### src/hdl/mbd_pkg.sv
// Package for the mipmap 2x2 box downsampler: sizes, register indexes,
// the control struct between stages and the lane arithmetic helpers.
// No dependencies.
package mbd_pkg;

  localparam int MAX_WIDTH   = 4096;
  localparam int MAX_HEIGHT  = 4096;
  localparam int STORE_DEPTH = MAX_WIDTH / 2;
  localparam int IDX_W       = $clog2(STORE_DEPTH);
  localparam int CNT_W       = 12;
  localparam int DIM_W       = 13;
  localparam int LANES       = 4;
  localparam int LANE_W      = 8;
  localparam int SUM_W       = 9;
  localparam int PIX_W       = LANES * LANE_W;
  localparam int PAIR_W      = LANES * SUM_W;
  localparam int CFG_IDX_W   = 2;

  localparam logic [DIM_W-1:0] DIM_RESET = 13'd256;
  localparam logic [DIM_W-1:0] DIM_MIN   = 13'd2;
  localparam logic [DIM_W-1:0] WIDTH_MAX = DIM_W'(MAX_WIDTH);
  localparam logic [DIM_W-1:0] HEIGHT_MAX = DIM_W'(MAX_HEIGHT);

  // Configuration register indexes
  localparam logic [CFG_IDX_W-1:0] REG_SOURCE_WIDTH  = 2'd0;
  localparam logic [CFG_IDX_W-1:0] REG_SOURCE_HEIGHT = 2'd1;

  // Line store access issued by the front stage for one item
  typedef struct packed {
    logic             wr_en;
    logic             rd_en;
    logic [IDX_W-1:0] idx;
    logic             last;
  } store_ctrl_t;

  // Lane-wise sum of two pixels, four 9-bit sums at 9-bit spacing
  function automatic logic [PAIR_W-1:0] pair_sum(input logic [PIX_W-1:0] a,
                                                 input logic [PIX_W-1:0] b);
    logic [PAIR_W-1:0] r;
    r = '0;
    for (int lane = 0; lane < LANES; lane++) begin
      r[lane*SUM_W +: SUM_W] = {1'b0, a[lane*LANE_W +: LANE_W]}
                             + {1'b0, b[lane*LANE_W +: LANE_W]};
    end
    return r;
  endfunction

  // Add two packed pair sums per lane, divide by four (drop two bits)
  function automatic logic [PIX_W-1:0] block_mean(input logic [PAIR_W-1:0] upper,
                                                  input logic [PAIR_W-1:0] lower);
    logic [PIX_W-1:0] r;
    logic [SUM_W:0]   s;
    r = '0;
    for (int lane = 0; lane < LANES; lane++) begin
      s = {1'b0, upper[lane*SUM_W +: SUM_W]} + {1'b0, lower[lane*SUM_W +: SUM_W]};
      r[lane*LANE_W +: LANE_W] = s[SUM_W:2];
    end
    return r;
  endfunction

endpackage

### src/hdl/mbd_front.sv
// Front stage: configuration registers, column/row counters, left pixel
// hold and pair sums; issues line store writes and reads. Uses mbd_pkg.
module mbd_front (
  input  logic                          clk,
  input  logic                          rst_n,
  input  logic                          cfg_valid,
  input  logic [mbd_pkg::CFG_IDX_W-1:0] cfg_index,
  input  logic [mbd_pkg::DIM_W-1:0]     cfg_data,
  input  logic                          in_fire,
  input  logic [mbd_pkg::PIX_W-1:0]     pixel_in,
  output mbd_pkg::store_ctrl_t          ctrl,
  output logic [mbd_pkg::PAIR_W-1:0]    pair
);
  import mbd_pkg::*;

  logic [DIM_W-1:0] width_r, height_r;
  logic [CNT_W-1:0] col_r, col_nxt;
  logic [CNT_W-1:0] row_r, row_nxt;
  logic [PIX_W-1:0] hold_r;
  logic [DIM_W-1:0] w, h, used_w, used_h;
  logic [DIM_W-1:0] col_x, row_x;
  logic             active;

  // Configuration writes; unknown indexes are ignored
  always_ff @(posedge clk) begin
    if (!rst_n) begin
      width_r  <= DIM_RESET;
      height_r <= DIM_RESET;
    end else if (cfg_valid) begin
      case (cfg_index)
        REG_SOURCE_WIDTH:  width_r  <= cfg_data;
        REG_SOURCE_HEIGHT: height_r <= cfg_data;
        default: ;
      endcase
    end
  end

  // Clamped dimensions and the even part actually used
  always_comb begin
    w = (width_r < DIM_MIN) ? DIM_MIN : ((width_r > WIDTH_MAX) ? WIDTH_MAX : width_r);
    h = (height_r < DIM_MIN) ? DIM_MIN : ((height_r > HEIGHT_MAX) ? HEIGHT_MAX : height_r);
    used_w = {w[DIM_W-1:1], 1'b0};
    used_h = {h[DIM_W-1:1], 1'b0};
    col_x  = {1'b0, col_r};
    row_x  = {1'b0, row_r};
    active = (col_x < used_w) && (row_x < used_h);
  end

  // Store access and pair sum for the current item
  always_comb begin
    pair       = pair_sum(hold_r, pixel_in);
    ctrl.idx   = col_r[CNT_W-1:1];
    ctrl.wr_en = in_fire && active && col_r[0] && !row_r[0];
    ctrl.rd_en = in_fire && active && col_r[0] && row_r[0];
    ctrl.last  = (col_x == used_w - 13'd1) && (row_x == used_h - 13'd1);
  end

  // Raster position of the next item
  always_comb begin
    col_nxt = col_r + 12'd1;
    row_nxt = row_r;
    if (col_x + 13'd1 >= w) begin
      col_nxt = '0;
      row_nxt = (row_x + 13'd1 >= h) ? '0 : row_r + 12'd1;
    end
  end

  always_ff @(posedge clk) begin
    if (!rst_n) begin
      col_r  <= '0;
      row_r  <= '0;
      hold_r <= '0;
    end else if (in_fire) begin
      col_r <= col_nxt;
      row_r <= row_nxt;
      if (active && !col_r[0]) begin
        hold_r <= pixel_in;
      end
    end
  end

endmodule

### config.mk
export PLATFORM = sky130hd
export DESIGN_NAME = mbd_front
export DESIGN_NICKNAME = d
export VERILOG_FILES = /design/src/hdl/mbd_pkg.sv /design/src/hdl/mbd_front.sv
export SDC_FILE = /design/constraint.sdc
export NUM_CORES = 1
export LEC_CHECK = 0
export BUFFER_PORTS_ARGS = -buffer_cell sky130_fd_sc_hd__buf_2
export CAP_MARGIN = 20
export CORE_MARGIN = 10
export CORE_UTILIZATION = 59
export DETAILED_ROUTE_END_ITERATION = 6
export MAX_ROUTING_LAYER = met4
export PLACE_DENSITY = 0.82
export SLEW_MARGIN = 25
export SYNTH_ARGS = -nofsm -noshare
export SYNTH_HDL_FRONTEND = slang
export SYNTH_SLANG_ARGS = --single-unit
export TNS_END_PERCENT = 100
### constraint.sdc
create_clock -name clk -period 5.12 [get_ports clk]
set_input_delay 0.512 -clock clk [delete_from_list [all_inputs] [get_ports clk]]
set_output_delay 0.512 -clock clk [all_outputs]
set_load 0.01 [all_outputs]
== Yosys cells after proc, flatten, opt, wreduce, memory -nomap -nowiden ==
Cells that the tools add are included.

* Bits in registers: 82
* Bits of input ports: 51
* Output and inout port bits: 50
* Logic and storage cells: 46

* $add $sub $neg: 10
* Order comparisons: 8
* Equality and inequality tests: 3
* Multiplexer cells: 6
* Reduce and logical (&&, ||, !) cells: 14

{| class="wikitable"
|+ Operators with widths
! kind !! count
|-
| $mux 13 || 4
|-
| $add 8x8->9 || 4
|-
| $add 12x1->13 const B || 2
|-
| $eq 12x13->1 || 2
|-
| $ge 13x13->1 || 2
|-
| $gt 13x13->1 const B || 2
|-
| $lt 12x13->1 || 2
|-
| $lt 13x2->1 const B || 2
|-
| $sub 13x1->13 const B || 2
|-
| $add 12x1->12 const B || 2
|-
| $mux 12 || 2
|-
| $reduce_and 2->1 || 4
|-
| $logic_and 1x1->1 || 7
|-
| $eq 2x1->1 const B || 1
|-
| $logic_not 1->1 || 2
|-
| $logic_not 2->1 || 1
|}

== Depth between registers and ports, before layout ==
Gate-level depths: netlist of run 1.

* Depth in word-level cells: 8
* Mapped depth: 17
* Gate-level depth less buffers: 14

== Least setup slack after synthesis of run 1 ==
No wires, ideal clock.

* Path type: register -> output
* Start point: register width_r[3]
* End point: output port ctrl[0] in the netlist's numbering
* Data arrival time: 3.980 ns
* Data required time: 4.608 ns
* Setup slack: 0.628 ns
* Cell stages (with the launch flop): 16
* Buffers on the path: 3
* Cell sequence: dfxtp_1 buf_2 or4_1 clkbuf_1 or3_1 nor2_1 o21ai_0 ha_1 clkbuf_1 and3b_1 a311o_1 a311oi_1 o2111ai_1 or4_1 a2111oi_0 and4_1

{| class="wikitable"
|+ RTL lines
! element !! RTL line !! text
|-
| start, declared || mbd_front.sv:16 || <nowiki>logic [DIM_W-1:0] width_r, height_r;</nowiki>
|-
| start signal, assigned || mbd_front.sv:31 || <nowiki>REG_SOURCE_WIDTH: width_r <= cfg_data;</nowiki>
|-
| end, declared || mbd_front.sv:11 || <nowiki>output mbd_pkg::store_ctrl_t ctrl,</nowiki>
|}

==> results of run 1 <==
## sequential cells by signal, indices dropped and copies added, names as in the netlist
name / count
hold_r: 32
col_r: 12
width_r: 13
height_r: 13
row_r: 12
## per-stage QoR
| step | instances | hold slack, ps | cell area (um2) | setup WS [ps] |
|---|---|---|---|---|
| 2_1_floorplan | 898 | 438 | 6940 | 628 |
| 3_5_place_dp | 1090 | 452 | 7400 | 391 |
| 4_1_cts | 1106 | 395 | 7710 | 2.61 |
| 5_1_grt | 1109 | 428 | 7740 | 10.9 |
| 3_3_place_gp | 1090 | 448 | 7400 | 445 |
| 6_report | 1109 | 405 | 7740 | 171 |
## cells by family after synthesis
group | synth area share, %
xor gates and xnor gates | 7.07
muxes | 5.52
and+or+nand+nor | 22.4
DFF | 23.7
AOI/OAI and AO/OA | 18.7
adders and majority gates | 16.3
buffers and inverters | 6.42
## power breakdown
part | internal, W | total (W) | leakage, nW | switching (W)
Clock | 0.000395 | 0.000676 | 0.146 | 0.000281
Sequential | 0.000670 | 0.000701 | 0.669 | 0.0000306
Combinational | 0.000222 | 0.000512 | 2.82 | 0.000290
## metal layers
metal / up-vias / wire length [um] / track usage [%] / part of all wire, %
met4: 0 / 279 / 6.09 / 1.6
met3: 27 / 1440 / 6.20 / 8.0
met1: 2982 / 8360 / 28.5 / 47
met5: - / 0 / - / 0
met2: 230 / 7890 / 33.7 / 44
li1: 3248 / - / - / -
## layout make-up
class | instances | area, um2
fill | 972 | 3730
clock buffer | 10 | 239
timing repair buffer | 107 | 553
antenna | 3 | 7.51
inverter | 45 | 169
multi-input combinational | 713 | 4870
sequential | 82 | 1650
clock inverter | 6 | 71.3
tap | 143 | 179
## worst min-delay path, cell delays in order
cell	delay, ps
buf_2	100
nand2_1	50
nand3_1	60
## final timing paths
kind | startpoint | endpoint | slack [ps] | cells after the start
worst max-delay path | width_r[3] | ctrl[0] | 170 | 13
worst min register to register | hold_r[24] | hold_r[24] | 460 | 2
worst max register to register | col_r[0] | row_r[5] | 1150 | 14
worst min-delay path | cfg_data[8] | width_r[8] | 410 | 3
## synth_stat cells, drive strengths merged (6+ instances only)
cell type	count	area (um2)
a211oi	6	45.0
a21boi	36	270
a21o	17	128
a21oi	44	220
a22o	6	52.6
a31oi	13	81.3
and3	15	93.8
buf	21	136
clkbuf	37	140
dfxtp	82	1640
ha	84	1050
inv	44	165
mux2i	36	360
nand2	179	672
nand2b	15	93.8
nand3	18	90.1
nand3b	7	52.6
nor2	30	113
nor2b	15	93.8
nor3	17	85.1
o21ai	46	230
or3	6	37.5
xnor2	32	280
xor2	24	210
## timing repair
item                                    4_1_cts  5_1_grt
endpoints found under the setup margin        0        1
resized for setup                             0        8
hold buffers                                  0        0
==> impl_metrics.toml, run 1 <==
[outcome]
status = "finished clean"

[timing]
relSlewSlack_pct = 36.9
fmax_mhz = 202
finalSetupViolCount = 0
finalClockSkew_ps = 9.64
rsz0062_at_grt = "false"
slew_violations = 0
post-route-period-util_pct = 96.7
setup_tns_ps = 0
hold_viol_final = 0
final.min_clock_period_ps = 4950
worstMarginPinSlew_ps = 947

[die]
die_area_um2 = 16500
die_w_um = 128
initial_core_util_pct = 60.5
rows = 39
core_um2 = 11500
dieHeight_um = 128
ios = 101

[cts]
htreeDepth = 3
cts_tree = "built"
clk_path_buf_depth = 2
clk_latency_ps = 350
path_clk_slew_ps = 70
cts_root_buf = "clkbuf_16"
numCtsBuffers = 9
cts_setup_buffers = 0
clock-sinks = 82

[worst_setup_path]
path_cells = "or4_4, or3_1, nor2_1, o21ai_1, inv_1, ha_1, or4_1, a311oi_2, o2111ai_1, or4_1, a2111oi_2, and4_1, buf_2"
criticalPathCategory = "reg2out"
crit_top_cell = "or4_1"
cp_top_family = "simple AND/OR/NAND/NOR gates"
cp_data_arrival_time_ps = 4440
slowest_stage = "or4_4"
cp-start-kind = "flop"
path_max_fanout = 9
critPathMaxStageDelay_ps = 590
crit_buf_inv = 2
cp.required_ps = 4610
cp-end-kind = "output pin"

[cells_and_area]
final_common_cell = "nand2_1"
layout_common_cells = "nand2_1 (179), buf_2 (100), ha_1 (84)"
area_growth_pct = 11.5
post-route-util_pct = 67.5
drive_above_1_share_pct = 14.5
finalNetCount = 1097

[routing]
vias_per_cell = 5.85
drtAntennaViolNets = 0
drt_iter0_drc = 449
vias = 6487
drtPass1Iterations = 5
routedWlPerCell_um = 16.2
drt_wl_total_um = 18000
drc = 0

[job]
drv_cap = 0

[global_route]
grt_pass1_vias = 6186
grt_overflow = 0
antenna_found_initial = 3
grt_start_max_net_pins = 105
gr-usage-all-layers_pct = 22.3
grt_pass1_wl_um = 29500

[power_and_ir_drop]
power_w = 0.00189
power.ir.vdd_worst_mv = 0.189
total_leakage_power_nw = 3.63
powerDensity_nw_per_um2 = 244

[synthesis]
synth_nets = 1037
syn_area_um2 = 6940
synth.distinct_cells = 63
synth_warnings = 0
synth_edf_count = 0
synth_top_flop_cell = "dfxtp_1"
seq_area_frac_synth_pct = 23.7
ys_ff_latch = 82
avgSynthCellArea_um2 = 7.73
async_flop_share_pct = 0
synthCells = 898

[place]
dp.final_hpwl_um = 14000
gp_congestion = 0.993
port_buffers = 100

[hold_path]
hold_class = "in2reg"
Note: power is estimated with default switching activity, not from simulation.
==> run 2, diff against run 1 <==
--- a/config.mk
+++ b/config.mk
@@ -7,6 +7,7 @@
 export LEC_CHECK = 0
 export BUFFER_PORTS_ARGS = -buffer_cell sky130_fd_sc_hd__buf_2
 export CAP_MARGIN = 20
+export CORE_ASPECT_RATIO = 0.9
 export CORE_MARGIN = 10
 export CORE_UTILIZATION = 59
 export DETAILED_ROUTE_END_ITERATION = 6
==> run 2 against run 1 <==
- via count increased by 0.14%
- non-clock buffer count increased by 1
- sequential cell count unchanged
- highest routed layer unchanged
==> impl_metrics.toml, run 2 (synthesized netlist as in run 1, its figures left out) <==
[outcome]
status = "finished clean"

[hold_path]
hold_class = "in2reg"
hold_path.startpoint = "pixel_in[21]"

[cts]
clock-sinks = 82
clk_latency_ps = 350
path_clk_slew_ps = 60
htreeDepth = 3
cts_tree = "built"
cts_root_buf = "clkbuf_16"
holdBufCountCts = 0
numCtsBuffers = 9
clk_path_buf_depth = 2

[routing]
drt_wl_total_um = 18200
routedWlPerCell_um = 16.2
drtPass1Iterations = 5
drtAntennaViolNets = 0
drt_iter0_drc = 567
drc = 0
vias_per_cell = 5.79
vias = 6496

[timing]
worst_slack_ps = 143
hold_viol_final = 0
rsz0062_at_grt = "false"
hold_slack_ps = 411
setup_tns_ps = 0
post-route-period-util_pct = 97.2
relSlewSlack_pct = 36.8
finalSetupViolCount = 0
fmax_mhz = 201
worstMarginPinSlew_ps = 948
final.min_clock_period_ps = 4980
finalClockSkew_ps = 8.90
slew_violations = 0

[worst_setup_path]
critPathMaxStageDelay_ps = 590
cp.required_ps = 4610
cp-start-kind = "flop"
cp-end-kind = "output pin"
slowest_stage = "or4_4"
crit_buf_inv = 2
cp_data_arrival_time_ps = 4460
path_max_fanout = 9
crit_top_cell = "or4_1"
worstReg2RegStart = "col_r[2]"
criticalPathCategory = "reg2out"
critPathLaunch = "width_r[3]"
cp_top_family = "simple AND/OR/NAND/NOR gates"
path_cells = "or4_4, or3_1, nor2_2, o21ai_1, inv_1, ha_1, or4_1, a311oi_1, o2111ai_1, or4_1, a2111oi_2, and4_1, buf_2"

[cells_and_area]
layout_common_cells = "nand2_1 (179), buf_2 (100), ha_1 (84)"
finalNetCount = 1098
top_regs = "hold_r: 32 flops, height_r: 13 flops, width_r: 13 flops"
final_common_cell = "nand2_1"
instances_no_fill = 1121
area_growth_pct = 11.3
largest_reg_flops = 32
top_register = "hold_r"
drive_above_1_share_pct = 14.5

[die]
die_w_um = 134
core_um2 = 11500
rows = 37
ios = 101
initial_core_util_pct = 60.5
die_area_um2 = 16500
dieHeight_um = 123

[power_and_ir_drop]
p_sw_share_pct = 33.1
power_w = 0.00184
pwr-share-clk_pct = 34.0
p_seq_share_pct = 38.0
power.ir.vdd_worst_mv = 0.259
p_int_w = 0.00123
powerDensity_nw_per_um2 = 238
total_leakage_power_nw = 3.62
power_frac_comb_pct = 27.9
p_switching_w = 0.000608

[global_route]
grt_pass1_wl_um = 30000
grt.met3_usage_pct = 7.58
use_met1_pct = 27.2
gr-usage-all-layers_pct = 22.6
antenna_found_initial = 1
grt_start_max_net_pins = 105
grt_pass1_vias = 6216
grtUsageMet2_pct = 35.7
grt_overflow = 0
busiest_layer = "met2"

[place]
dp.final_hpwl_um = 14100
gp_congestion = 0.962
place_ws_ps = 340
place_inst = 1104
port_buffers = 100

[job]
drv_cap = 0
[run 2: power groups by stage]
stage / Sequential (W) / Combinational, W / Clock [W]
2_1_floorplan: 0.000702 / 0.000351 / 0
3_3_place_gp: 0.000710 / 0.000496 / 0
3_5_place_dp: 0.000711 / 0.000507 / 0
4_1_cts: 0.000697 / 0.000511 / 0.000641
5_1_grt: 0.000702 / 0.000572 / 0.000661
6_report: 0.000698 / 0.000513 / 0.000625
[run 2: area by class of cell]
type | count | area, um2
diodes | 1 | 2.50
flip-flops and latches | 82 | 1650
clock inverters | 6 | 50.0
repair buffers | 108 | 561
fillers | 987 | 3760
multi-input cells | 713 | 4870
well taps | 156 | 195
inverters | 45 | 169
clock buffers | 10 | 229
[run 2: final timing paths]
check,end,slack (ps),cells past startpoint
max,ctrl[0],140,13
min,hold_r[21],410,3
max reg2reg,col_r[6],1200,13
min reg2reg,hold_r[24],460,2
[run 2: worst reg2reg max path, stage by stage, from the launching register on]
cell and delay, ps:
dfxtp_1 530, nand4_1 180, nor3_1 470, and3_1 320
and3_1 250, xor2_1 170, ha_1 260, a21o_1 200
a211oi_1 230, a31oi_1 160, buf_4 220, nor2_1 520
nand3b_1 130, a21boi_0 200
[run 2: timing repair]
item / 4_1_cts / 5_1_grt
buffers inserted: 0 / 0
pin swaps: 0 / 1
endpoints found under the setup margin: 1 / 1
gates resized for setup: 2 / 6
[run 2: per-layer routing]
metal,vias up,routed length [um]
met1,2968,8110
li1,3256,-
met2,244,8180
met4,0,288
met3,28,1580
met5,-,0
[run 2: stage by stage]
step	instance area [um2]	utilization (%)
2_1_floorplan	6940	-
3_3_place_gp	7420	64.7
3_5_place_dp	7420	64.7
4_1_cts	7710	67.1
5_1_grt	7720	67.3
6_report	7720	67.3
