[src/hdl/mbd_pkg.sv]
// Package for the mipmap 2x2 box downsampler: sizes, register indexes,
// the control struct between stages and the lane arithmetic helpers.
// No dependencies.
package mbd_pkg;

  localparam int MAX_WIDTH   = 4096;
  localparam int MAX_HEIGHT  = 4096;
  localparam int STORE_DEPTH = MAX_WIDTH / 2;
  localparam int IDX_W       = $clog2(STORE_DEPTH);
  localparam int CNT_W       = 12;
  localparam int DIM_W       = 13;
  localparam int LANES       = 4;
  localparam int LANE_W      = 8;
  localparam int SUM_W       = 9;
  localparam int PIX_W       = LANES * LANE_W;
  localparam int PAIR_W      = LANES * SUM_W;
  localparam int CFG_IDX_W   = 2;

  localparam logic [DIM_W-1:0] DIM_RESET = 13'd256;
  localparam logic [DIM_W-1:0] DIM_MIN   = 13'd2;
  localparam logic [DIM_W-1:0] WIDTH_MAX = DIM_W'(MAX_WIDTH);
  localparam logic [DIM_W-1:0] HEIGHT_MAX = DIM_W'(MAX_HEIGHT);

  // Configuration register indexes
  localparam logic [CFG_IDX_W-1:0] REG_SOURCE_WIDTH  = 2'd0;
  localparam logic [CFG_IDX_W-1:0] REG_SOURCE_HEIGHT = 2'd1;

  // Line store access issued by the front stage for one item
  typedef struct packed {
    logic             wr_en;
    logic             rd_en;
    logic [IDX_W-1:0] idx;
    logic             last;
  } store_ctrl_t;

  // Lane-wise sum of two pixels, four 9-bit sums at 9-bit spacing
  function automatic logic [PAIR_W-1:0] pair_sum(input logic [PIX_W-1:0] a,
                                                 input logic [PIX_W-1:0] b);
    logic [PAIR_W-1:0] r;
    r = '0;
    for (int lane = 0; lane < LANES; lane++) begin
      r[lane*SUM_W +: SUM_W] = {1'b0, a[lane*LANE_W +: LANE_W]}
                             + {1'b0, b[lane*LANE_W +: LANE_W]};
    end
    return r;
  endfunction

  // Add two packed pair sums per lane, divide by four (drop two bits)
  function automatic logic [PIX_W-1:0] block_mean(input logic [PAIR_W-1:0] upper,
                                                  input logic [PAIR_W-1:0] lower);
    logic [PIX_W-1:0] r;
    logic [SUM_W:0]   s;
    r = '0;
    for (int lane = 0; lane < LANES; lane++) begin
      s = {1'b0, upper[lane*SUM_W +: SUM_W]} + {1'b0, lower[lane*SUM_W +: SUM_W]};
      r[lane*LANE_W +: LANE_W] = s[SUM_W:2];
    end
    return r;
  endfunction

endpackage

[src/hdl/mbd_mean.sv]
// Back stages: holds the second-row pair sum beside the store read data,
// forms the block mean and drives the output register. Uses mbd_pkg.
module mbd_mean (
  input  logic                       clk,
  input  logic                       rst_n,
  input  mbd_pkg::store_ctrl_t       ctrl,
  input  logic [mbd_pkg::PAIR_W-1:0] pair,
  input  logic [mbd_pkg::PAIR_W-1:0] rd_data,
  output logic                       s1_ready,
  output logic                       out_valid,
  input  logic                       out_ready,
  output logic [mbd_pkg::PIX_W-1:0]  out_pixel,
  output logic                       out_last
);
  import mbd_pkg::*;

  logic              s1_valid_r;
  logic [PAIR_W-1:0] pair_r;
  logic              last_r;
  logic              out_valid_r;
  logic [PIX_W-1:0]  out_pixel_r;
  logic              out_last_r;
  logic              out_en;

  assign out_en   = !out_valid_r || out_ready;
  assign s1_ready = !s1_valid_r || out_en;

  // Stage 1: pair sum waits for the store read
  always_ff @(posedge clk) begin
    if (!rst_n) begin
      s1_valid_r <= 1'b0;
    end else if (ctrl.rd_en) begin
      s1_valid_r <= 1'b1;
    end else if (out_en) begin
      s1_valid_r <= 1'b0;
    end
  end

  always_ff @(posedge clk) begin
    if (ctrl.rd_en) begin
      pair_r <= pair;
      last_r <= ctrl.last;
    end
  end

  // Output register
  always_ff @(posedge clk) begin
    if (!rst_n) begin
      out_valid_r <= 1'b0;
    end else if (out_en) begin
      out_valid_r <= s1_valid_r;
    end
  end

  always_ff @(posedge clk) begin
    if (out_en && s1_valid_r) begin
      out_pixel_r <= block_mean(rd_data, pair_r);
      out_last_r  <= last_r;
    end
  end

  assign out_valid = out_valid_r;
  assign out_pixel = out_pixel_r;
  assign out_last  = out_last_r;

endmodule

[config.mk]
export PLATFORM = sky130hd
export DESIGN_NAME = mbd_mean
export DESIGN_NICKNAME = d
export VERILOG_FILES = /design/src/hdl/mbd_pkg.sv /design/src/hdl/mbd_mean.sv
export SDC_FILE = /design/constraint.sdc
export NUM_CORES = 1
export LEC_CHECK = 0
export ABC_AREA = 1
export BUFFER_PORTS_ARGS = -buffer_cell sky130_fd_sc_hd__buf_2
export CAP_MARGIN = 20
export CORE_MARGIN = 2
export CORE_UTILIZATION = 50
export CTS_BUF_LIST = sky130_fd_sc_hd__clkbuf_8 sky130_fd_sc_hd__clkbuf_16
export DETAILED_ROUTE_END_ITERATION = 12
export MAX_ROUTING_LAYER = met4
export PLACE_DENSITY_LB_ADDON = 0.25
export SLEW_MARGIN = 40
export SYNTH_ARGS = -nofsm -noshare
export SYNTH_HDL_FRONTEND = slang
export SYNTH_SLANG_ARGS = --single-unit
[constraint.sdc]
create_clock -name clk -period 6.5 [get_ports clk]
set_input_delay 0.325 -clock clk [delete_from_list [all_inputs] [get_ports clk]]
set_output_delay 0.325 -clock clk [all_outputs]
set_load 0.02 [all_outputs]
* Yosys cells after proc, flatten, opt, wreduce, memory -nomap -nowiden *
Index checks and enable logic that the tools add are counted.

word-level totals
  register bits after elaboration = 72
  bits in latches = 0
  bits in writable memories = 0
  bits in read-only memories = 0
  word-level logic and storage cells = 18
  memories kept = 0

cells by class
  $add $sub $neg = 4
  $mul = 0
  div/mod/pow operators = 0
  order comparisons = 0
  equality and inequality tests = 0
  shift-type cells = 0
  muxes and demuxes = 2
  bitwise gates (word level) = 0
  reductions and logical operators = 6

operators by type and width
  cell               number
  $add 9x9->10       4
  $logic_not 1->1    2
  $logic_or 1x1->1   2
  $mux 1             2
  $reduce_bool 2->1  1
  $logic_and 1x1->1  1

* Logic depth before layout (Yosys ltp) *
Gate-level depths: netlist of run 1.

  depth in word-level cells = 4
  mapped depth = 9

* Worst setup path before layout of run 1 *
Ideal clock, no wire load.

  path kind = register to register
  from = reg out_valid_r (netlist: out_valid)
  to = reg out_last_r (netlist: out_last) (enable)
  library setup time = 423 ps
  arrival = 1884 ps
  required time = 6077 ps
  path slack = 4192 ps
  cell stages (with the launch flop) = 4
  buffers on the path = 0
  clock period less this slack = 2308 ps
  cell sequence = dfxtp_1 inv_1 nor2_1 nor2_1

on the way
  word-level cells in the longest chain between the ends = 3

RTL lines
  what                    RTL line        text
  start, declared         mbd_mean.sv:20  logic out_valid_r;
  start signal, assigned  mbd_mean.sv:51  out_valid_r <= s1_valid_r;
  $logic_not 1->1         mbd_mean.sv:25  assign out_en = !out_valid_r || out_ready;
  $logic_or 1x1->1        mbd_mean.sv:25
  $logic_and 1x1->1       mbd_mean.sv:56  if (out_en && s1_valid_r) begin
  end signal, assigned    mbd_mean.sv:58  out_last_r <= last_r;
  end, declared           mbd_mean.sv:22  logic out_last_r;

No other way between the ends.
A chain may end at the register's enable or synchronous reset.

* Worst setup path in the final report of run 1 *
  from = reg out_valid_r (netlist: out_valid)
  to = out s1_ready

on the way
  word-level cells in the longest chain between the ends = 3

RTL lines
  what              RTL line        text
  $logic_not 1->1   mbd_mean.sv:25
  $logic_or 1x1->1  mbd_mean.sv:25
  $logic_or 1x1->1  mbd_mean.sv:26  assign s1_ready = !s1_valid_r || out_en;
  end, declared     mbd_mean.sv:9   output logic s1_ready,

No other way between the ends.

==> results of run 1 <==
[per-layer routing]
| metal | global-route usage | vias to the layer above | wire length, µm |
|---|---|---|---|
| met5 | - | - | 0 |
| met4 | 0.0628 | 0 | 52 |
| met3 | 0.0434 | 6 | 377 |
| met2 | 0.313 | 78 | 3370 |
| met1 | 0.199 | 1236 | 2980 |
| li1 | - | 1482 | - |
[final cells by class]
| type | count | area [µm²] |
|---|---|---|
| repair buffers | 112 | 586 |
| multi-input cells | 239 | 1380 |
| inverters | 65 | 244 |
| flip-flops and latches | 72 | 2140 |
| clock buffers | 9 | 124 |
| well taps | 99 | 124 |
| fillers | 587 | 2570 |
| clock inverters | 6 | 77.6 |
[cells in the final DEF (no fill, tap or decap), drive strengths merged]
cell type	n
a21oi	15
buf	112
bufinv	2
clkbuf	9
clkinv	3
dfxtp	2
edfxtp	70
ha	32
inv	66
nand2	123
nand3	21
nand4	2
nor2	19
nor3	3
o21ai	11
o21bai	1
xor2	12
[sequential cells by signal (all words and copies together), names as in the netlist]
name	count
out_pixel	32
out_valid	1
pair_r	36
out_last	1
last_r	1
s1_valid_r	1
[path summary, 6_finish.rpt]
| check | endpoint | depth (start not counted) | from | slack (ps) |
|---|---|---|---|---|
| setup / recovery | s1_ready | 4 | out_valid | 4940 |
| hold / removal | pair_r[6] | 1 | pair[6] | 160 |
| setup reg to reg | out_pixel[12] | 7 | pair_r[12] | 4970 |
| hold reg to reg | out_last | 0 | last_r | 430 |
[kinds of logic after synthesis]
kind of cell,count (synthesis)
and+or+nand+nor,168
DFF,72
buffers and inverters,65
adders and majority gates,32
AOI/OAI and AO/OA,27
xor gates and xnor gates,12
[power by group]
part / internal, mW / switching [mW] / total (mW)
Clock: 0.210 / 0.155 / 0.365
Sequential: 0.562 / 0.00917 / 0.571
Combinational: 0.0970 / 0.155 / 0.252
Total: 0.869 / 0.319 / 1.19
[per-stage QoR]
stage	std cells	cell area (µm²)
2_1_floorplan	376	3760
3_3_place_gp	586	4450
3_5_place_dp	587	4480
4_1_cts	602	4680
5_1_grt	602	4680
6_report	602	4680
==> metrics.md, run 1 <==
| Metric | Value |
|---|---|
| Slew margin rel. | `0.642` |
| TNS Setup | `0 ps` |
| Pre-CTS setup slack | `4910 ps` |
| Vias in the first global route | `2768` |
| Hold Buf Count CTS | `0` |
| Arrival time worst endpoint | `1240 ps` |
| Layout cell share with drive strength beyond 1 | `0.312` |
| Synth Instances | `around 380` |
| Largest family of logic cells by synthesized area | `simple AND/OR/NAND/NOR gates` |
| Die area | `0.00823 mm²` |
| Time the worst path needs with I/O delays and setup | `approximately 1600 ps` |
| Startpoint types | `register` |
| Initial antenna violation count | `0` |
| Critical Path Max Stage Delay | `340 ps` |
| Worst Path Buf+Inv | `2` |
| Post-synthesis compound-gate area fraction | `0.0396` |
| Max-slew violation count | `0` |
| Syn_area_per_cell | `10.0 µm²` |
| Starting Density | `0.519` |
| Setup Buffers After CTS | `0` |
| Worst-Skew Late Latency | `330 ps` |
| Top_reg_cell synth | `edfxtp_1` |
| RSZ-0062 raised after global routing | `false` |
| Area delta synth->final | `24.4%` |
| Final number of setup-violating endpoints | `0` |
| Routed WL | `approximately 6800 µm` |
| Die Span X | `slightly above 90 µm` |
| Final HPWL DP | `5310 µm` |
| Tot Pwr | `1.19 mW` |
| Largest net degree at the start of global routing | `39` |
| Adder-Cell Fraction of Synth Area | `0.106` |
| Commonest cells in the netlist | `107 x nand2_1, 70 x edfxtp_1, 57 x inv_1, 32 x ha_1, 20 x nand3_1` |
| Via count | `2802` |
| Iteration count of the initial detailed-routing pass | `4` |
| Vias/cell | `4.65` |
| Period utilization | `0.240` |
| Clock skew | `11.0 ps` |
| Synth Register Bits | `between 70 and 80` |
| Crit end category | `output pin` |
| CP required | `6170 ps` |
| DRC | `0` |
| CTS sink cnt | `just over 70` |
| Max Cap Violations | `0` |
| Post-synthesis mux area share | `0` |
| Initial DRC Count | `79` |
| Top-area cell type share of the netlist area | `0.559` |
| CTS max path bufs | `2` |
| Nets | `620` |
| CTS Buf Count | `9` |
| Synth area leaders | `edfxtp_1 56%, nand2_1 11%, ha_1 11%` |
| Max stage delay cell, worst path | `dfxtp_1` |
| Post-synthesis xor/xnor area fraction | `0.0279` |
| Clk slew on worst S/H paths | `80 ps` |
| Crit-path max FO | `3` |
| Vert. Die Dim | `90.7 µm` |
| Netlist Area Pre-Place | `0.00376 mm²` |
| Root buffer cell | `clkbuf_8` |
| Global route overflow | `0` |
| Worst-Margin Slew | `535 ps` |
| Largest delay share family, worst path | `simple AND/OR/NAND/NOR gates` |
| Final hold slack | `roughly 160 ps` |
| Final core occ | `0.645` |
| Syn. warnings | `0` |
| Worst hold-check path type | `input pin to register` |
| First-pass GRT wire length | `11400 µm` |
| CTS H-tree depth | `3` |
| Asr flop ratio synth | `0` |
| Yosys top cell by area | `edfxtp_1` |
| Kind of critical path | `register to output pin` |
| Synthesized net count | `around 500` |
| Number of flops mapped to enable cells by yosys | `70` |
| I/O pins | `124` |
| VDD IR max | `0.000120 V` |
| Antenna diodes | `0` |
| Power Density | `254 mW/mm²` |
| Placer Congestion | `0.816` |
| Post-route ant nets | `0` |
| Status | `complete, no violations` |
| Row count | `31` |
| Final Hold Fails | `0` |
| CTS tree | `done` |
| Maximum clock rate | `640 MHz` |
| Critical path, cell by cell | `inv_1 > nor2_1 > nand2_1 > buf_2` |
| GRT Total Usage | `0.179` |
| Fin worst setup slack | `4940 ps` |
| Synth unique cells | `21` |
| Most frequent cell after synthesis | `nand2_1` |
| Core Region | `0.00725 mm²` |
| WL per Instance | `between 10 and 15 µm` |
| Sequential-to-total area share from yosys stat | `0.570` |
| Simple-gate portion of the synthesized area | `0.192` |
| P_leak | `2.33 nW` |
| IO Port Bufs | `111` |
| Cts repair resizes | `0` |
Note: power is estimated with default switching activity, not from simulation.
==> run 2, diff against run 1 <==
==> constraint.sdc (replaced) <==
create_clock -name clk -period 1.5 [get_ports clk]
set_input_delay 0.075 -clock clk [delete_from_list [all_inputs] [get_ports clk]]
set_output_delay 0.075 -clock clk [all_outputs]
set_load 0.02 [all_outputs]
==> metrics.md, run 2 (synthesis gave the netlist of run 1 again) <==
| Metric | Value |
|---|---|
| Status | `complete, no violations (unchanged)` |
| Initial DRC Count | `104 (was 79)` |
| Power Density | `957 mW/mm² (was 254 mW/mm²)` |
| Worst-Skew Late Latency | `340 ps (was 330 ps)` |
| Crit end category | `register (was output pin)` |
| Worst hold-check path type | `input pin to register (unchanged)` |
| Die Span X | `90.7 µm (unchanged)` |
| Fin worst setup slack | `16.3 ps (was 4940 ps)` |
| Kind of critical path | `register to register (was register to output pin)` |
| Initial antenna violation count | `0 (unchanged)` |
| P_leak | `2.56 nW (was 2.33 nW)` |
| Root buffer cell | `clkbuf_8 (unchanged)` |
| Largest register FFs | `36 (unchanged)` |
| Tot Pwr | `5.31 mW (was 1.19 mW)` |
| Max Cap Violations | `0 (unchanged)` |
| Routed WL | `8670 µm (was 6780 µm)` |
| WL per Instance | `13.4 µm (was 11.3 µm)` |
| Vert. Die Dim | `90.7 µm (unchanged)` |
| Placer Congestion | `0.842 (was 0.816)` |
| VDD IR max | `0.000668 V (was 0.000120 V)` |
| First-pass GRT wire length | `12600 µm (was 11400 µm)` |
| Fill cells | `457 (was 587)` |
| Via count | `3130 (was 2802)` |
| Worst path most repeated cell | `nand2_2` |
| I/O pins | `124 (unchanged)` |
| Clk slew on worst S/H paths | `70 ps (was 80 ps)` |
| Layout cell share with drive strength beyond 1 | `0.411 (was 0.312)` |
| Vias/cell | `4.82 (was 4.65)` |
| Period utilization | `0.989` |
| Critical Path Max Stage Delay | `370 ps (was 340 ps)` |
| Max stage delay cell, worst path | `edfxtp_1 (was dfxtp_1)` |
| CP required | `1590 ps (was 6170 ps)` |
| Global route overflow | `0 (unchanged)` |
| RSZ-0062 raised after global routing | `true (was false)` |
| Iteration count of the initial detailed-routing pass | `4 (unchanged)` |
| Slew margin rel. | `0.633 (was 0.642)` |
| Critical path, cell by cell | `ha_1 > nand3_2 > nand2_2 > nand2_1 > nand2_2 > nand2_2 > nand2_2 > nand2_1 > nand2_1 (was inv_1 > nor2_1 > nand2_1 > buf_2)` |
| Worst-Margin Slew | `549 ps (was 535 ps)` |
| CTS Buf Count | `9 (unchanged)` |
| DRC | `0 (unchanged)` |
| Area delta synth->final | `47.5% (was 24.4%)` |
| Crit-path max FO | `3 (unchanged)` |
| IO Port Bufs | `111 (unchanged)` |
| Post-route ant nets | `0 (unchanged)` |
| Final core occ | `0.765 (was 0.645)` |
| Max-slew violation count | `0 (unchanged)` |
| Final number of setup-violating endpoints | `0 (unchanged)` |
| Antenna diodes | `0 (unchanged)` |
| Row count | `31 (unchanged)` |
| Final HPWL DP | `5400 µm (was 5310 µm)` |
| Die area | `0.00823 mm² (unchanged)` |
| Pre-CTS setup slack | `-5.75 ps (was 4910 ps)` |
| Largest Register | `pair_r (unchanged)` |
| CTS max path bufs | `2 (unchanged)` |
| CTS tree | `done (unchanged)` |
| Core Region | `0.00725 mm² (unchanged)` |
| CTS H-tree depth | `3 (unchanged)` |
| CTS sink cnt | `72 (unchanged)` |
| Maximum clock rate | `674 MHz` |
| Final Instance Area | `0.00555 mm² (was 0.00468 mm²)` |
| Time the worst path needs with I/O delays and setup | `1480 ps` |
| Largest delay share family, worst path | `simple AND/OR/NAND/NOR gates (unchanged)` |
| Largest net degree at the start of global routing | `39 (unchanged)` |
| Clock skew | `11.3 ps (was 11.0 ps)` |
| Worst Path Buf+Inv | `0 (was 2)` |
| Most common cell after layout, fill and taps aside | `buf_2 (unchanged)` |
| Most frequent cells in the layout | `111 x buf_2, 86 x nand2_1, 70 x edfxtp_1 (was 110 x buf_2, 107 x nand2_1, 70 x edfxtp_1)` |
| FF-to-FF setup slack | `20 ps (was 4970 ps)` |
| Arrival time worst endpoint | `1570 ps (was 1240 ps)` |
| Nets | `666 (was 620)` |
| Startpoint types | `register (unchanged)` |
| GRT Total Usage | `0.199 (was 0.179)` |
| Vias in the first global route | `2970 (was 2768)` |
| Post-DP Area | `0.00450 mm² (was 0.00448 mm²)` |
| Final Hold Fails | `0 (unchanged)` |
| Starting Density | `0.519 (unchanged)` |
## run 2: changes by cell type in the layout (fill, tap and decap cells not counted), sizes merged
cell,previous run,this run
clkinv,3,1
dlygate4sd3,0,38
bufinv,2,0
clkbuf,9,11
buf,112,120
inv,66,69
## run 2: worst min-delay path, cell delays in order
cell     delay [ps]
buf_2            90
nor2_1           80
nand2_1          90
a21oi_1          60
## run 2: stage by stage
| stage | instances | hold WS (ps) | TNS [ps] |
|---|---|---|---|
| finish | 649 | 99.2 | 0 |
| global route | 649 | 125 | -512 |
| CTS | 643 | 86.9 | 0 |
| detailed placement | 589 | 253 | -9.07 |
| global placement | 588 | 251 | -439 |
| floorplan | 376 | 174 | 0 |
## run 2: power by group
| part | internal [mW] | switching [mW] |
|---|---|---|
| Combinational | 0.653 | 0.793 |
| Clock | 0.663 | 0.697 |
| Sequential | 2.44 | 0.0668 |
## run 2: final timing paths
kind | startpoint | endpoint | cells past startpoint
worst min-delay path | out_ready | s1_valid_r | 4
worst min register to register | last_r | out_last | 0
worst max-delay path | pair_r[19] | out_pixel[20] | 9
worst max register to register | pair_r[19] | out_pixel[20] | 9
## run 2: cell type report
cell class	instances	area (µm²)	area share
multi-input cells	239	1830	0.330
clock buffers	11	151	0.0273
clock inverters	5	18.8	0.00338
flip-flops and latches	72	2140	0.386
repair buffers	158	1040	0.187
inverters	65	244	0.0440
well taps	99	124	0.0223
## run 2: layer usage
layer  share of wire  vias up  track usage
li1                -     1566            -
met5               0        -            -
met3           0.053       14       0.0376
met2            0.53       97        0.350
met1            0.41     1453        0.220
met4           0.013        0       0.0846
## run 2: timing repair
action                                  4_1_cts  5_1_grt
hold buffers                                 38        0
endpoints found under the setup margin        3       21
resized for setup                             3       68
endpoints found under the hold margin        39        0
setup buffers                                 0        6
pin swaps                                     0       11
gates cloned                                  0        0
==> run 3, diff against run 2 <==
--- a/config.mk
+++ b/config.mk
@@ -10,7 +10,7 @@
 export CAP_MARGIN = 20
 export CORE_MARGIN = 2
 export CORE_UTILIZATION = 50
-export CTS_BUF_LIST = sky130_fd_sc_hd__clkbuf_8 sky130_fd_sc_hd__clkbuf_16
+export CTS_BUF_LIST = sky130_fd_sc_hd__clkbuf_4 sky130_fd_sc_hd__clkbuf_8
 export DETAILED_ROUTE_END_ITERATION = 12
 export MAX_ROUTING_LAYER = met4
 export PLACE_DENSITY_LB_ADDON = 0.25
==> metrics.md, run 3 (synthesis gave the netlist of run 1 again) <==
| Metric | Value |
|---|---|
| Vias in the first global route | `2959 (was 2970)` |
| Crit-path max FO | `4 (was 3)` |
| Crit end category | `register (unchanged)` |
| Most common cell after layout, fill and taps aside | `buf_2 (unchanged)` |
| Final number of setup-violating endpoints | `5 (was 0)` |
| Largest Register | `pair_r (unchanged)` |
| Time the worst path needs with I/O delays and setup | `1530 ps (was 1480 ps)` |
| Arrival time worst endpoint | `1620 ps (was 1570 ps)` |
| Worst setup endpoint | `out_pixel[20] (unchanged)` |
| Clock skew | `8.40 ps (was 11.3 ps)` |
| FF-to-FF setup slack | `-30 ps (was 20 ps)` |
| Vert. Die Dim | `90.7 µm (unchanged)` |
| Die area | `0.00823 mm² (unchanged)` |
| Max stage delay cell, worst path | `edfxtp_1 (unchanged)` |
| Max Cap Violations | `0 (unchanged)` |
| Post-DP Area | `0.00450 mm² (unchanged)` |
| Final HPWL DP | `5400 µm (unchanged)` |
| Largest register FFs | `36 (unchanged)` |
| Fin cells | `649 (unchanged)` |
| DRC | `0 (unchanged)` |
| Antenna diodes | `0 (unchanged)` |
| CP required | `1590 ps (about the same)` |
| Clk slew on worst S/H paths | `70 ps (about the same)` |
| Layout cell share with drive strength beyond 1 | `0.420 (was 0.411)` |
| Core Region | `0.00725 mm² (unchanged)` |
| CTS Buf Count | `9 (unchanged)` |
| Maximum clock rate | `653 MHz (was 674 MHz)` |
| CTS sink cnt | `72 (unchanged)` |
| Startpoint types | `register (unchanged)` |
| Placed cell count | `589 (unchanged)` |
| Fill cells | `473 (was 457)` |
| GRT Total Usage | `0.197 (was 0.199)` |
| Period utilization | `1.02 (was 0.989)` |
| Reg-to-reg startpoint | `pair_r[23] (was pair_r[19])` |
| Starting Density | `0.519 (unchanged)` |
| Worst-Margin Slew | `554 ps (was 549 ps)` |
| Power Density | `973 mW/mm² (was 957 mW/mm²)` |
| Critical Path Max Stage Delay | `420 ps (was 370 ps)` |
| Global route overflow | `0 (unchanged)` |
| Slew margin rel. | `0.630 (was 0.633)` |
| Root buffer cell | `clkbuf_8 (unchanged)` |
| WL per Instance | `13.6 µm (was 13.4 µm)` |
| Fin worst setup slack | `-32.3 ps (was 16.3 ps)` |
| Initial DRC Count | `132 (was 104)` |
| Status | `finished with violations (was complete, no violations)` |
| Initial antenna violation count | `0 (unchanged)` |
| Placer Congestion | `0.842 (unchanged)` |
| CTS H-tree depth | `3 (unchanged)` |
| CTS max path bufs | `2 (unchanged)` |
| RSZ-0062 raised after global routing | `true (unchanged)` |
| Pre-CTS setup slack | `-5.75 ps (unchanged)` |
| Nets | `666 (unchanged)` |
| First-pass GRT wire length | `12500 µm (was 12600 µm)` |
| R2R Path End | `out_pixel[20] (unchanged)` |
| Worst-case reg-to-reg path depth | `6 (was 9)` |
| Worst-Skew Late Latency | `330 ps (was 340 ps)` |
| VDD IR max | `0.000678 V (was 0.000668 V)` |
| Die Span X | `90.7 µm (unchanged)` |
| Via count | `3100 (was 3130)` |
| Kind of critical path | `register to register (unchanged)` |
| Iteration count of the initial detailed-routing pass | `4 (unchanged)` |
| Max-slew violation count | `0 (unchanged)` |
| Final Instance Area | `0.00555 mm² (about the same)` |
| Final Hold Fails | `0 (unchanged)` |
| CTS tree | `done (unchanged)` |
| Vias/cell | `4.78 (was 4.82)` |
| I/O pins | `124 (unchanged)` |
| Most frequent cells in the layout | `111 x buf_2, 84 x nand2_1, 70 x edfxtp_1 (was 111 x buf_2, 86 x nand2_1, 70 x edfxtp_1)` |
| Failing checks | `negative setup slack` |
| Largest net degree at the start of global routing | `39 (unchanged)` |
| Worst Setup SP | `pair_r[23] (was pair_r[19])` |
| Worst hold-check path type | `input pin to register (unchanged)` |
| IO Port Bufs | `111 (unchanged)` |
| Row count | `31 (unchanged)` |
| Area delta synth->final | `47.7% (was 47.5%)` |
| Post-route ant nets | `0 (unchanged)` |
| Critical path, cell by cell | `ha_4 > inv_2 > o21ai_1 > inv_1 > nand3_1 > nand2_1 (was ha_1 > nand3_2 > nand2_2 > nand2_1 > nand2_2 > nand2_2 > nand2_2 > nand2_1 > nand2_1)` |
| Tot Pwr | `5.40 mW (was 5.31 mW)` |
| Routed WL | `8820 µm (was 8670 µm)` |
| P_leak | `2.56 nW (about the same)` |
run 3: cell count changes in the layout (fill, tap and decap cells not counted), moves of 2 or more:
cell,before,now
nand2_2,34,36
inv_1,61,57
nand3_1,15,13
clkbuf_4,0,4
nand2_1,86,84
nand3_2,6,8
run 3: power breakdown:
part	total (mW)	leakage, nW	internal [mW]	switching, mW
sequential	2.50	0.689	2.44	0.0655
clock	1.45	0.0991	0.763	0.687
combinational	1.45	1.77	0.649	0.804
run 3: worst min path at each step:
stage / start / endpoint / slack, ps / cells past startpoint
floorplan: ctrl[0] / last_r / 170 / 0
global placement: pair[8] / pair_r[8] / 250 / 1
detailed placement: pair[6] / pair_r[6] / 250 / 1
CTS: out_ready / s1_valid_r / 90 / 4
global route: out_ready / s1_valid_r / 130 / 4
finish: out_ready / s1_valid_r / 100 / 4
run 3: what timing repair did:
| action | 4_1_cts | 5_1_grt |
|---|---|---|
| resized for setup | 3 | 69 |
| pin swaps | 0 | 10 |
| setup endpoints to repair | 3 | 21 |
| hold endpoints to repair | 39 | 0 |
| buffers inserted | 0 | 6 |
| hold buffers | 38 | 0 |
run 3: through the flow:
step | TNS, ps | hold slack [ps] | util
2_1_floorplan | 0 | 174 | -
3_3_place_gp | -439 | 251 | 0.617
3_5_place_dp | -9.07 | 253 | 0.621
4_1_cts | 0 | 87.7 | 0.703
5_1_grt | -668 | 125 | 0.766
6_report | -87.4 | 99.0 | 0.766
run 3: cell type report:
cell class / instances / area [µm²] / share of cell area
inverters: 65 / 244 / 0.0439
well taps: 99 / 124 / 0.0223
multi-input cells: 239 / 1820 / 0.328
clock inverters: 1 / 3.75 / 0.000676
repair buffers: 158 / 1040 / 0.187
flip-flops and latches: 72 / 2140 / 0.386
clock buffers: 15 / 181 / 0.0327
run 3: critical path, delay by kind of cell (launching register included):
family | cells | cell delay (ps)
flops | 1 | 420
fa+ha+maj | 1 | 310
buf+inv | 2 | 150
simple gates | 2 | 170
compound gates | 1 | 250
run 3: routing by layer:
metal	global-route usage	part of all wire
met5	-	0
met4	0.0795	0.016
met3	0.0376	0.044
met2	0.350	0.53
met1	0.216	0.41
